`config.mk`:
```
export PLATFORM = sky130hd
export DESIGN_NAME = flip_maneuver_sequencer_top
export DESIGN_NICKNAME = d
export VERILOG_FILES = /design/src/rtl/core/fms_pkg.sv /design/src/rtl/core/flip_maneuver_sequencer_top.sv /design/src/rtl/core/fms_cfg_regs.sv /design/src/rtl/core/fms_core.sv
export VERILOG_INCLUDE_DIRS = /design/src /design/src/rtl/core
export SDC_FILE = /design/constraint.sdc
export NUM_CORES = 1
export LEC_CHECK = 0
export ABC_CLOCK_PERIOD_IN_PS = 24700
export BUFFER_PORTS_ARGS = -buffer_cell sky130_fd_sc_hd__buf_4
export CORE_ASPECT_RATIO = 0.8
export CORE_MARGIN = 4
export CORE_UTILIZATION = 40
export CTS_BUF_LIST = sky130_fd_sc_hd__clkbuf_16
export CTS_CLUSTER_SIZE = 25
export DETAILED_ROUTE_END_ITERATION = 8
export SYNTH_ARGS = -nofsm -noshare
export SYNTH_HDL_FRONTEND = slang
export SYNTH_HIERARCHICAL = 1
export SYNTH_SLANG_ARGS = --single-unit
export TNS_END_PERCENT = 50
```
`constraint.sdc`:
```
create_clock -name i_clk -period 24.7 [get_ports i_clk]
set_clock_uncertainty 0.15 [all_clocks]
set_input_delay 3.705 -clock i_clk [delete_from_list [all_inputs] [get_ports i_clk]]
set_output_delay 3.705 -clock i_clk [all_outputs]
set_load 0.005 [all_outputs]
```
`src/rtl/core/flip_maneuver_sequencer_top_defines.svh`:
```
// Assertion macros shared by the flip maneuver sequencer RTL.
`ifndef FLIP_MANEUVER_SEQUENCER_TOP_DEFINES_SVH
`define FLIP_MANEUVER_SEQUENCER_TOP_DEFINES_SVH

// Same-cycle implication, checked out of reset.
`define FMS_ASSERT_NOW(lbl, clk, rst_n, ante, cons, msg) \
    lbl: assert property (@(posedge clk) disable iff (!(rst_n)) (ante) |-> (cons)) \
        else $error(msg);

// Next-cycle implication, checked out of reset.
`define FMS_ASSERT_NEXT(lbl, clk, rst_n, ante, cons, msg) \
    lbl: assert property (@(posedge clk) disable iff (!(rst_n)) (ante) |=> (cons)) \
        else $error(msg);

`endif

```
`src/rtl/core/fms_pkg.sv`:
```
// Types and constants of the flip maneuver sequencer.
package fms_pkg;

    localparam int STICK_W = 16;
    localparam int TIME_W  = 32;
    localparam int THR_W   = 13;
    localparam int RATE_W  = 15;
    localparam int GRAV_W  = 16;
    localparam int STAGE_W = 4;
    localparam int CFG_IDX_W  = 3;
    localparam int CFG_DATA_W = 32;

    // Item kinds
    localparam logic [1:0] MODE_TICK = 2'd0;
    localparam logic [1:0] MODE_FULL = 2'd1;
    localparam logic [1:0] MODE_HALF = 2'd2;

    // Stages
    localparam logic [STAGE_W-1:0] STG_NONE     = 4'd0;
    localparam logic [STAGE_W-1:0] STG_START    = 4'd1;
    localparam logic [STAGE_W-1:0] STG_THR_UP   = 4'd2;
    localparam logic [STAGE_W-1:0] STG_ROTATE   = 4'd3;
    localparam logic [STAGE_W-1:0] STG_INVERTED = 4'd4;
    localparam logic [STAGE_W-1:0] STG_LEVEL    = 4'd5;
    localparam logic [STAGE_W-1:0] STG_EXIT     = 4'd6;
    localparam logic [STAGE_W-1:0] STG_REVERSE  = 4'd7;
    localparam logic [STAGE_W-1:0] STG_HALF_LVL = 4'd8;

    // Register indexes
    localparam logic [CFG_IDX_W-1:0] REG_FLIP_RATE   = 3'd0;
    localparam logic [CFG_IDX_W-1:0] REG_HALF_RATE   = 3'd1;
    localparam logic [CFG_IDX_W-1:0] REG_THR_UP_TIME = 3'd2;
    localparam logic [CFG_IDX_W-1:0] REG_STAGE_TMO   = 3'd3;
    localparam logic [CFG_IDX_W-1:0] REG_TOTAL_TMO   = 3'd4;
    localparam logic [CFG_IDX_W-1:0] REG_LEVEL_TIME  = 3'd5;
    localparam logic [CFG_IDX_W-1:0] REG_UPRIGHT_THR = 3'd6;

    // Throttle levels, Q1.12
    localparam logic [THR_W-1:0] THR_UP    = 13'd3686;
    localparam logic [THR_W-1:0] THR_HOVER = 13'd2048;
    localparam logic [THR_W-1:0] THR_EXIT  = 13'd3277;
    localparam logic [THR_W-1:0] THR_ADD   = 13'd1229;
    localparam logic [THR_W-1:0] THR_FULL  = 13'd4096;

    typedef struct packed {
        logic [1:0]                mode;
        logic [TIME_W-1:0]         time_us;
        logic                      on_ground;
        logic signed [GRAV_W-1:0]  grav_z;
        logic signed [STICK_W-1:0] stick_roll;
        logic signed [STICK_W-1:0] stick_pitch;
        logic signed [STICK_W-1:0] stick_yaw;
        logic [THR_W-1:0]          stick_throttle;
        logic                      pwm_forward;
    } t_in_item;

    typedef struct packed {
        logic                      flipping;
        logic [STAGE_W-1:0]        stage;
        logic                      acro_force;
        logic                      controls_force;
        logic                      level_force;
        logic signed [STICK_W-1:0] out_roll;
        logic signed [STICK_W-1:0] out_pitch;
        logic signed [STICK_W-1:0] out_yaw;
        logic [THR_W-1:0]          out_throttle;
        logic                      motors_reversed;
    } t_out_item;

    typedef struct packed {
        logic [RATE_W-1:0] flip_rate_cmd;
        logic [RATE_W-1:0] halfflip_rate_cmd;
        logic [TIME_W-1:0] spool_up_time;
        logic [TIME_W-1:0] stage_timeout;
        logic [TIME_W-1:0] total_timeout;
        logic [TIME_W-1:0] level_time;
        logic [RATE_W-1:0] upright_threshold;
    } t_cfg;

    // Pilot throttle plus boost, clamped at full scale.
    function automatic logic [THR_W-1:0] sat_thr(input logic [THR_W-1:0] thr);
        logic [THR_W:0] sum;
        sum = {1'b0, thr} + {1'b0, THR_ADD};
        return (sum > {1'b0, THR_FULL}) ? THR_FULL : sum[THR_W-1:0];
    endfunction

endpackage

```
`src/rtl/core/flip_maneuver_sequencer_top.sv`:
```
// Top level of the flip maneuver sequencer: beat registers around the stage machine.
//
//   channel   direction  handshake                   payload
//   -------   ---------  --------------------------  ----------------------
//   in        input      i_in_valid / o_in_stall     i_in_item  (t_in_item)
//   out       output     o_out_valid / i_out_stall   o_out_item (t_out_item)
//   cfg       input      i_cfg_we (no wait)          i_cfg_idx, i_cfg_data
//
// An accepted beat lands in the input register; when the output register is
// free or drains, the stage machine steps on it and its result enters the
// output register. One beat is taken every cycle while the output does not stall.
// The stage machine step is combinational between the two registers.
// Reset (synchronous, active low) empties both beat registers and loads the
// register defaults; no clearing pass is needed.
// A stall on the output holds the result; the input stalls only while the
// input register is full and cannot hand its beat on.
module flip_maneuver_sequencer_top
    import fms_pkg::*;
(
    input  logic                  i_clk,
    input  logic                  i_rst_n,
    input  logic                  i_in_valid,
    output logic                  o_in_stall,
    input  t_in_item              i_in_item,
    output logic                  o_out_valid,
    input  logic                  i_out_stall,
    output t_out_item             o_out_item,
    input  logic                  i_cfg_we,
    input  logic [CFG_IDX_W-1:0]  i_cfg_idx,
    input  logic [CFG_DATA_W-1:0] i_cfg_data
);

`include "flip_maneuver_sequencer_top_defines.svh"

    t_cfg      cfg;
    t_out_item step_result;

    logic      r_in_valid;
    t_in_item  r_in_item;
    logic      r_out_valid;
    t_out_item r_out_item;
    logic      advance;

    fms_cfg_regs u_cfg (
        .i_clk      (i_clk),
        .i_rst_n    (i_rst_n),
        .i_cfg_we   (i_cfg_we),
        .i_cfg_idx  (i_cfg_idx),
        .i_cfg_data (i_cfg_data),
        .o_cfg      (cfg)
    );

    // Step the machine when a beat waits and the output slot frees up.
    assign advance    = r_in_valid && (!r_out_valid || !i_out_stall);
    assign o_in_stall = r_in_valid && !advance;

    fms_core u_core (
        .i_clk    (i_clk),
        .i_rst_n  (i_rst_n),
        .i_step   (advance),
        .i_item   (r_in_item),
        .i_cfg    (cfg),
        .o_result (step_result)
    );

    // Input register: take a new beat whenever it is empty or drains.
    always_ff @(posedge i_clk) begin
        if (!i_rst_n) begin
            r_in_valid <= 1'b0;
        end else if (!o_in_stall) begin
            r_in_valid <= i_in_valid;
        end
    end

    always_ff @(posedge i_clk) begin
        if (!o_in_stall && i_in_valid) begin
            r_in_item <= i_in_item;
        end
    end

    // Output register: load on advance, drop once taken.
    always_ff @(posedge i_clk) begin
        if (!i_rst_n) begin
            r_out_valid <= 1'b0;
        end else if (advance) begin
            r_out_valid <= 1'b1;
        end else if (!i_out_stall) begin
            r_out_valid <= 1'b0;
        end
    end

    always_ff @(posedge i_clk) begin
        if (advance) begin
            r_out_item <= step_result;
        end
    end

    assign o_out_valid = r_out_valid;
    assign o_out_item  = r_out_item;

    `FMS_ASSERT_NOW(a_stall_only_when_full, i_clk, i_rst_n, o_in_stall, r_in_valid, "input stalled while input register empty")
    `FMS_ASSERT_NEXT(a_advance_fills_out, i_clk, i_rst_n, advance, o_out_valid, "stepped beat did not reach output register")
    `FMS_ASSERT_NEXT(a_taken_drains_out, i_clk, i_rst_n, o_out_valid && !i_out_stall && !advance, !o_out_valid, "output beat repeated")
    `FMS_ASSERT_NOW(a_idle_is_clean, i_clk, i_rst_n, o_out_valid && !o_out_item.flipping, o_out_item.stage == STG_NONE && !o_out_item.acro_force && !o_out_item.controls_force && !o_out_item.level_force, "idle result shows a stage or force flag")

endmodule

```
`src/rtl/core/fms_cfg_regs.sv`:
```
// Configuration register bank of the flip maneuver sequencer.
module fms_cfg_regs
    import fms_pkg::*;
(
    input  logic                  i_clk,
    input  logic                  i_rst_n,
    input  logic                  i_cfg_we,
    input  logic [CFG_IDX_W-1:0]  i_cfg_idx,
    input  logic [CFG_DATA_W-1:0] i_cfg_data,
    output t_cfg                  o_cfg
);

    t_cfg r_cfg;
    t_cfg n_cfg;

    always_comb begin
        n_cfg = r_cfg;
        if (i_cfg_we) begin
            unique case (i_cfg_idx)
                REG_FLIP_RATE:   n_cfg.flip_rate_cmd     = i_cfg_data[RATE_W-1:0];
                REG_HALF_RATE:   n_cfg.halfflip_rate_cmd = i_cfg_data[RATE_W-1:0];
                REG_THR_UP_TIME: n_cfg.spool_up_time     = i_cfg_data[TIME_W-1:0];
                REG_STAGE_TMO:   n_cfg.stage_timeout     = i_cfg_data[TIME_W-1:0];
                REG_TOTAL_TMO:   n_cfg.total_timeout     = i_cfg_data[TIME_W-1:0];
                REG_LEVEL_TIME:  n_cfg.level_time        = i_cfg_data[TIME_W-1:0];
                REG_UPRIGHT_THR: n_cfg.upright_threshold = i_cfg_data[RATE_W-1:0];
                default: ; // drop writes past the register list
            endcase
        end
    end

    always_ff @(posedge i_clk) begin
        if (!i_rst_n) begin
            r_cfg.flip_rate_cmd     <= RATE_W'(17067);
            r_cfg.halfflip_rate_cmd <= RATE_W'(6827);
            r_cfg.spool_up_time     <= TIME_W'(200000);
            r_cfg.stage_timeout     <= TIME_W'(500000);
            r_cfg.total_timeout     <= TIME_W'(1500000);
            r_cfg.level_time        <= TIME_W'(100000);
            r_cfg.upright_threshold <= RATE_W'(200);
        end else begin
            r_cfg <= n_cfg;
        end
    end

    assign o_cfg = r_cfg;

endmodule

```
`src/rtl/core/fms_core.sv`:
```
// Flip stage machine: maneuver state and the per-item step logic.
module fms_core
    import fms_pkg::*;
(
    input  logic      i_clk,
    input  logic      i_rst_n,
    input  logic      i_step,
    input  t_in_item  i_item,
    input  t_cfg      i_cfg,
    output t_out_item o_result
);

    logic                      r_active, n_active;
    logic [STAGE_W-1:0]        r_stage, n_stage;
    logic [TIME_W-1:0]         r_start_time, n_start_time;
    logic [TIME_W-1:0]         r_level_start, n_level_start;
    logic                      r_axis_pitch, n_axis_pitch;
    logic                      r_dir_pos, n_dir_pos;
    logic                      r_half, n_half;
    logic                      r_up_fwd, n_up_fwd;
    logic                      r_f_acro, n_f_acro;
    logic                      r_f_ctrl, n_f_ctrl;
    logic                      r_f_level, n_f_level;
    logic signed [STICK_W-1:0] r_ovr_roll, n_ovr_roll;
    logic signed [STICK_W-1:0] r_ovr_pitch, n_ovr_pitch;
    logic signed [STICK_W-1:0] r_ovr_yaw, n_ovr_yaw;
    logic [THR_W-1:0]          r_ovr_thr, n_ovr_thr;
    logic                      r_motor_rev, n_motor_rev;

    logic signed [STICK_W:0]   roll_x, pitch_x, abs_roll, abs_pitch;
    logic signed [GRAV_W:0]    g_x, lim_x;
    logic [TIME_W-1:0]         dt, dt_level;
    logic [TIME_W:0]           rot_limit;
    logic                      inverted, upright;
    logic [STICK_W-1:0]        rate, rate_signed;
    logic [STAGE_W-1:0]        s;

    always_comb begin
        roll_x    = {i_item.stick_roll[STICK_W-1], i_item.stick_roll};
        pitch_x   = {i_item.stick_pitch[STICK_W-1], i_item.stick_pitch};
        abs_roll  = roll_x[STICK_W] ? -roll_x : roll_x;
        abs_pitch = pitch_x[STICK_W] ? -pitch_x : pitch_x;
        g_x       = {i_item.grav_z[GRAV_W-1], i_item.grav_z};
        lim_x     = {2'b00, i_cfg.upright_threshold};
        dt        = i_item.time_us - r_start_time;
        dt_level  = i_item.time_us - r_level_start;
        rot_limit = {1'b0, i_cfg.stage_timeout} + {1'b0, i_cfg.spool_up_time};
        inverted  = r_up_fwd ? (g_x < 0) : (g_x > 0);
        upright   = r_up_fwd ? (g_x > lim_x) : (g_x < -lim_x);
        rate      = r_half ? STICK_W'(i_cfg.halfflip_rate_cmd)
                           : STICK_W'(i_cfg.flip_rate_cmd);
        rate_signed = r_dir_pos ? rate : -rate;
    end

    always_comb begin
        n_active      = r_active;
        n_stage       = r_stage;
        n_start_time  = r_start_time;
        n_level_start = r_level_start;
        n_axis_pitch  = r_axis_pitch;
        n_dir_pos     = r_dir_pos;
        n_half        = r_half;
        n_up_fwd      = r_up_fwd;
        n_f_acro      = r_f_acro;
        n_f_ctrl      = r_f_ctrl;
        n_f_level     = r_f_level;
        n_ovr_roll    = r_ovr_roll;
        n_ovr_pitch   = r_ovr_pitch;
        n_ovr_yaw     = r_ovr_yaw;
        n_ovr_thr     = r_ovr_thr;
        n_motor_rev   = r_motor_rev;
        s             = r_stage;

        if (i_item.mode == MODE_FULL || i_item.mode == MODE_HALF) begin
            // restart unless already running on the ground
            if (!r_active || !i_item.on_ground) begin
                n_active     = 1'b1;
                n_start_time = i_item.time_us;
                n_stage      = STG_START;
            end
            n_up_fwd = i_item.pwm_forward;
            if (i_item.mode == MODE_FULL) begin
                n_half = 1'b0;
                if (abs_roll < abs_pitch) begin
                    n_axis_pitch = 1'b1;
                    n_dir_pos    = i_item.stick_pitch > 0;
                end else begin
                    n_axis_pitch = 1'b0;
                    n_dir_pos    = i_item.stick_roll > 0;
                end
            end else begin
                n_half       = 1'b1;
                n_axis_pitch = 1'b0;
                n_dir_pos    = i_item.stick_roll > 0;
            end
        end else if (i_item.mode == MODE_TICK && r_active) begin
            if (i_item.on_ground || dt > i_cfg.total_timeout) begin
                s = STG_EXIT;
            end
            n_stage = s;
            unique case (s)
                STG_NONE: ;
                STG_START: begin
                    n_f_acro  = 1'b1;
                    n_f_ctrl  = 1'b1;
                    n_f_level = 1'b0;
                    n_ovr_thr = THR_UP;
                    n_stage   = STG_THR_UP;
                    if (!r_half) begin
                        n_ovr_roll  = '0;
                        n_ovr_pitch = '0;
                        n_ovr_yaw   = '0;
                    end else begin
                        n_axis_pitch = 1'b0;
                        if (inverted) begin
                            n_ovr_thr = THR_HOVER;
                            n_stage   = STG_REVERSE;
                        end
                    end
                end
                STG_THR_UP: begin
                    if (r_half) begin
                        n_ovr_roll  = i_item.stick_roll;
                        n_ovr_pitch = i_item.stick_pitch;
                        n_ovr_yaw   = i_item.stick_yaw;
                        n_ovr_thr   = sat_thr(i_item.stick_throttle);
                    end
                    if (dt > i_cfg.spool_up_time) begin
                        if (r_axis_pitch) begin
                            n_ovr_pitch = rate_signed;
                        end else begin
                            n_ovr_roll = rate_signed;
                        end
                        n_ovr_thr = r_half ? THR_HOVER : THR_UP;
                        n_stage   = STG_ROTATE;
                    end
                end
                STG_ROTATE: begin
                    if ({1'b0, dt} > rot_limit) begin
                        n_stage = STG_EXIT;
                    end
                    // inversion wins over the rotation abort
                    if (inverted) begin
                        n_ovr_thr = THR_HOVER;
                        n_stage   = r_half ? STG_REVERSE : STG_INVERTED;
                    end
                end
                STG_INVERTED: begin
                    if (r_half) begin
                        n_stage = STG_EXIT;
                    end else if (upright) begin
                        n_level_start = i_item.time_us;
                        n_ovr_thr     = THR_EXIT;
                        n_f_acro      = 1'b0;
                        n_f_level     = 1'b1;
                        n_stage       = STG_LEVEL;
                    end
                end
                STG_LEVEL: begin
                    if (r_half) begin
                        n_stage = STG_EXIT;
                    end else begin
                        n_ovr_roll  = r_axis_pitch ? i_item.stick_roll : '0;
                        n_ovr_pitch = r_axis_pitch ? '0 : i_item.stick_pitch;
                        n_ovr_yaw   = i_item.stick_yaw;
                        if (dt_level > i_cfg.level_time) begin
                            n_stage = STG_EXIT;
                        end
                    end
                end
                STG_EXIT: begin
                    n_active  = 1'b0;
                    n_stage   = STG_NONE;
                    n_f_acro  = 1'b0;
                    n_f_ctrl  = 1'b0;
                    n_f_level = 1'b0;
                end
                STG_REVERSE: begin
                    if (!r_half) begin
                        n_stage = STG_EXIT;
                    end else begin
                        n_motor_rev   = !r_motor_rev;
                        n_f_acro      = 1'b0;
                        n_f_level     = 1'b1;
                        n_level_start = i_item.time_us;
                        n_stage       = STG_HALF_LVL;
                    end
                end
                STG_HALF_LVL: begin
                    if (!r_half) begin
                        n_stage = STG_EXIT;
                    end else begin
                        n_ovr_roll  = i_item.stick_roll;
                        n_ovr_pitch = i_item.stick_pitch;
                        n_ovr_yaw   = i_item.stick_yaw;
                        n_ovr_thr   = sat_thr(i_item.stick_throttle);
                        if (dt_level > i_cfg.level_time) begin
                            n_stage = STG_EXIT;
                        end
                    end
                end
                default: n_stage = STG_EXIT;
            endcase
        end
    end

    always_ff @(posedge i_clk) begin
        if (!i_rst_n) begin
            r_active      <= 1'b0;
            r_stage       <= STG_NONE;
            r_start_time  <= '0;
            r_level_start <= '0;
            r_axis_pitch  <= 1'b0;
            r_dir_pos     <= 1'b0;
            r_half        <= 1'b0;
            r_up_fwd      <= 1'b1;
            r_f_acro      <= 1'b0;
            r_f_ctrl      <= 1'b0;
            r_f_level     <= 1'b0;
            r_ovr_roll    <= '0;
            r_ovr_pitch   <= '0;
            r_ovr_yaw     <= '0;
            r_ovr_thr     <= '0;
            r_motor_rev   <= 1'b0;
        end else if (i_step) begin
            r_active      <= n_active;
            r_stage       <= n_stage;
            r_start_time  <= n_start_time;
            r_level_start <= n_level_start;
            r_axis_pitch  <= n_axis_pitch;
            r_dir_pos     <= n_dir_pos;
            r_half        <= n_half;
            r_up_fwd      <= n_up_fwd;
            r_f_acro      <= n_f_acro;
            r_f_ctrl      <= n_f_ctrl;
            r_f_level     <= n_f_level;
            r_ovr_roll    <= n_ovr_roll;
            r_ovr_pitch   <= n_ovr_pitch;
            r_ovr_yaw     <= n_ovr_yaw;
            r_ovr_thr     <= n_ovr_thr;
            r_motor_rev   <= n_motor_rev;
        end
    end

    // Result shows the state left behind by this item.
    always_comb begin
        o_result.flipping        = n_active;
        o_result.stage           = n_stage;
        o_result.acro_force      = n_f_acro;
        o_result.controls_force  = n_f_ctrl;
        o_result.level_force     = n_f_level;
        o_result.out_roll        = n_ovr_roll;
        o_result.out_pitch       = n_ovr_pitch;
        o_result.out_yaw         = n_ovr_yaw;
        o_result.out_throttle    = n_ovr_thr;
        o_result.motors_reversed = n_motor_rev;
    end

endmodule
```
==> reports/results.txt <==
The initial DRC count is 2248. Clock-pin slew was measured on the worst setup and hold paths at 0.07 ns. The total overflow left after global routing is 0. The first global-routing pass estimated 133000 µm of wire. The buffer levels on the longest clock path is 3, and the via count of the routed design is 24100.

The logs give 3824 for the number of nets at the end of the flow and 8 for the first-pass detailed-route iteration total. TritonCTS built the clock tree. For this design the ratio of total power to cell area is 60.0 nW/µm².

The max-slew violation count is 0, and the average cell area after synthesis is 9.29 µm². The number of different library cells used by synthesis comes to 91. The adder and majority cell fraction of the synthesized area was 0.116. The die is 314 µm wide.

The proportion of layout cells with a drive suffix above 1 is 0.107. The worst setup path is launched from a register. The share of flip-flops with an asynchronous set or reset after synthesis works out to 0.

In this run, post-CTS hold repair placed 0 buffers. Number of buffers and inverters on the critical path: 2. For the cell total after placement, the log shows 4343.

The portion of the clock cycle consumed by the worst path in the final layout is 0.326, and the number of nets produced by synthesis is 3657. Routability-driven placement finished with a final weighted congestion of 0.894. The kind of cell with the highest combined delay along the critical path is compound AO/OA/AOI/OAI gates.

The floorplan step defined a die boundary enclosing 79400 µm². Buffers inserted during clock tree synthesis total 51. Timing would allow up to 124 MHz. The classification of the worst-slack hold path was reg -> reg. For this run, the slowest stage of the critical path takes 0.80 ns. CTS placed an instance of sky130_fd_sc_hd__clkbuf_16 at the clock tree root. Synthesis produced 3228 cells. The run gives 0.392 as the share of synthesized area occupied by flip-flops and latches. The run gives 13.9 nW as the static leakage.

The flow ran to the end, and the final reports show no timing, DRC or antenna violations. The share of synthesized area spent on multiplexers works out to 0.0832. At the pin with the least slew margin, the transition time is 1.26 ns.

Synthesis inferred 496 register bits. The share of the synthesized area in compound gates (AO/OA/AOI/OAI) was 0.170. The layout overhead on the synthesized area is 14.5%, and the final setup TNS is 0 ns. Counting I/O delays and the setup requirement, the final critical path takes 8.05 ns. The worst-case IR drop observed on VDD is 0.0472 mV.

The count of buffers from port buffering is 224, and the final hold violation count is 0. The fraction of synthesized cell area in xor and xnor cells works out to 0.0429. Dividing the detail-routed via count by the number of cells gives 5.42. Of all nets on the critical path, the largest fanout is 19. Main combinational cell family by area after synthesis: compound AO/OA/AOI/OAI gates.

Critical path's slowest cell: sky130_fd_sc_hd__o21a_1. The clock net in this run drives a total of 496 sinks. For this run, design rule violations remaining after detail routing come to 0. Critical path class: reg -> reg. The die is 253 µm tall. For the combined global-route utilization of all metal layers, the log shows 0.211.

For this run, the leading register cell type out of synthesis is sky130_fd_sc_hd__dfxtp_1. For the via count of the first global-routing pass, the log shows 22500. Setup violations remaining at the end of the flow were counted as 0.

The finished layout holds 4439 standard cells, fillers aside. The initial core utilization came out at 0.405. In this run, synthesis inferred 183 flip-flops with an integrated enable.

Across the run, the number of max-cap violations was 0. During synthesis, Yosys emitted a total of 6 warnings. The number of core rows was 89. The run gives 0 as the post-CTS resize count. STA classifies the critical path endpoint as a register. Data arrival time of the critical path: 8.36 ns. The run gives 0 as the number of post-CTS setup repair buffers. The routed design has 86100 µm of wire.

The logs give 2 for the number of H-tree levels and 225 for the number of primary I/O pins. The wire length per cell is 19.4 µm, and the required time at the worst-slack endpoint is 25.01 ns. The largest net degree at the start of global routing is 92. The area fraction in and, or, nand and nor cells after synthesis was 0.148; the worst slew slack as a fraction of its limit was 0.154. The number of antenna violations at the first check in global routing is 1, and the HPWL after detailed placement is 64300 µm.

Setup repair after global routing left no endpoint under its margin. The synthesized cell area is 30000 µm², and the number of routed nets with antenna violations is 0. The clock latency at the later pin of the worst-skew pair is 0.61 ns, and the core footprint is 74100 µm².
[synth_stat cells, types with 9 or more instances]
cell,count,area (µm²)
sky130_fd_sc_hd__a221o_1,13,130
sky130_fd_sc_hd__nor3_1,53,265
sky130_fd_sc_hd__a21o_1,60,450
sky130_fd_sc_hd__nor2_1,186,698
sky130_fd_sc_hd__buf_2,26,130
sky130_fd_sc_hd__buf_4,9,67.6
sky130_fd_sc_hd__nand4_1,46,288
sky130_fd_sc_hd__and2_1,13,81.3
sky130_fd_sc_hd__nand3_1,40,200
sky130_fd_sc_hd__o21ai_0,181,906
sky130_fd_sc_hd__a211oi_1,28,210
sky130_fd_sc_hd__a21oi_1,220,1100
sky130_fd_sc_hd__nand2b_1,34,213
sky130_fd_sc_hd__a221oi_1,12,105
sky130_fd_sc_hd__o211ai_1,13,97.6
sky130_fd_sc_hd__xor2_1,64,561
sky130_fd_sc_hd__edfxtp_1,183,5500
sky130_fd_sc_hd__a222oi_1,15,150
sky130_fd_sc_hd__and3_1,12,75.1
sky130_fd_sc_hd__inv_1,214,803
sky130_fd_sc_hd__o31ai_1,16,120
sky130_fd_sc_hd__dfxtp_1,313,6270
sky130_fd_sc_hd__ha_1,273,3420
sky130_fd_sc_hd__o21bai_1,18,135
sky130_fd_sc_hd__nor4_1,20,125
sky130_fd_sc_hd__o21a_1,31,233
sky130_fd_sc_hd__nand2_1,364,1370
sky130_fd_sc_hd__nor2b_1,99,619
sky130_fd_sc_hd__clkbuf_1,89,334
sky130_fd_sc_hd__or3_1,21,131
sky130_fd_sc_hd__mux2i_1,238,2380
sky130_fd_sc_hd__a31oi_1,18,113
sky130_fd_sc_hd__mux2_2,10,113
sky130_fd_sc_hd__a22o_1,40,350
sky130_fd_sc_hd__xnor2_1,83,727
[metrics by stage]
stage                util  setup slack (ns)  area [µm²]  total power [mW]  hold WS, ns
detailed placement  0.440             16.69       32600              1.25        0.296
CTS                 0.464             16.69       34300              2.08        0.304
global placement    0.440             16.69       32600              1.25        0.286
floorplan               -             13.54       30000              1.14        0.280
finish              0.464             16.65       34300              2.06        0.305
global route        0.464             16.00       34300              2.16        0.324
[cells in the final DEF, fill, tap and decap left out, drive strengths merged, types with 8 or more instances in the layout]
master / netlist / routed
nand3: 40 / 40
a221o: 13 / 13
nand2b: 34 / 34
a21oi: 221 / 221
or3: 21 / 21
nand2: 364 / 364
nand4: 46 / 46
dfxtp: 313 / 313
inv: 215 / 232
o32ai: 8 / 8
ha: 273 / 273
nor2: 186 / 186
a222oi: 15 / 15
nor3: 55 / 55
clkinv: 0 / 15
clkbuf: 89 / 56
buf: 47 / 249
nor2b: 99 / 99
a31oi: 18 / 18
a22o: 40 / 40
nor4: 20 / 20
and3: 13 / 13
o211ai: 13 / 13
and2: 14 / 14
mux2: 10 / 10
o21bai: 18 / 18
mux2i: 238 / 238
xnor2: 83 / 83
o21a: 31 / 31
a22oi: 8 / 8
o21ai: 186 / 186
a211oi: 29 / 29
xor2: 64 / 64
o31ai: 16 / 16
a21o: 60 / 60
a221oi: 13 / 13
edfxtp: 183 / 183
[worst paths after layout]
kind / cells past startpoint / slack, ns / endpoint / from
worst max-delay path: 26 / 16.65 / o_out_item[13] / r_in_item[79]
worst min-delay path: 2 / 0.30 / u_core/r_start_time[11] / u_core/r_start_time[11]
worst max register to register: 26 / 16.65 / o_out_item[13] / r_in_item[79]
worst min register to register: 2 / 0.30 / u_core/r_start_time[11] / u_core/r_start_time[11]
[layout make-up]
type,instances,area [µm²]
fill,7106,39700
multi-input combinational,2381,16900
sequential,496,11800
timing repair buffer,250,1880
clock buffer,55,1380
tap,1001,1250
inverter,215,807
clock inverter,40,385
antenna,1,2.50
[where the power goes]
group / internal, mW / leakage [nW] / switching (mW)
Sequential: 0.874 / 4.31 / 0.0253
Combinational: 0.137 / 8.73 / 0.203
Clock: 0.476 / 0.911 / 0.344
Total: 1.49 / 13.9 / 0.572
[flip-flops by register name, summed over array words and instances (netlist names)]
name                  flops
u_core/r_axis_pitch       1
u_core/r_level_start     32
o_out_item               70
r_in_item               113
o_out_valid               1
u_core/r_dir_pos          1
u_cfg/o_cfg             173
u_core/r_motor_rev        1
u_core/r_ovr_yaw         16
u_core/r_ovr_roll        16
u_core/r_ovr_thr         13
r_in_valid                1
u_core/r_active           1
u_core/r_f_level          1
u_core/r_ovr_pitch       16
u_core/r_half             1
u_core/r_f_ctrl           1
u_core/r_f_acro           1
u_core/r_stage            4
u_core/r_up_fwd           1
u_core/r_start_time      32
[worst register-to-register path, delay by kind of cell, from the launching register on]
family,cells,cell delay [ns]
flip-flops,1,0.41
buffers and inverters,2,0.16
AND/OR/NAND/NOR,6,1.04
XOR/XNOR,1,0.14
AO/OA/AOI/OAI,13,4.34
multiplexers,1,0.76
adder cells (fa/ha/maj),3,0.92
[per-layer routing]
layer  global-route usage  up-vias  share of wire
met1                0.316    11300           0.49
li1                     -    12000              -
met4               0.0485        0          0.019
met3               0.0338      100          0.062
met5                    0        -              0
met2                0.317      689           0.43
[cells by family (layout without fill, tap and decap cells)]
| group | after synthesis | count (layout) |
|---|---|---|
| compound gates | 776 | 776 |
| xor+xnor | 147 | 147 |
| fa+ha+maj | 276 | 276 |
| buf+inv | 351 | 560 |
| flops | 496 | 496 |
| mux | 248 | 248 |
| other cells | 2 | 3 |
| simple gates | 932 | 932 |
Power figures use the tool's default switching activity.
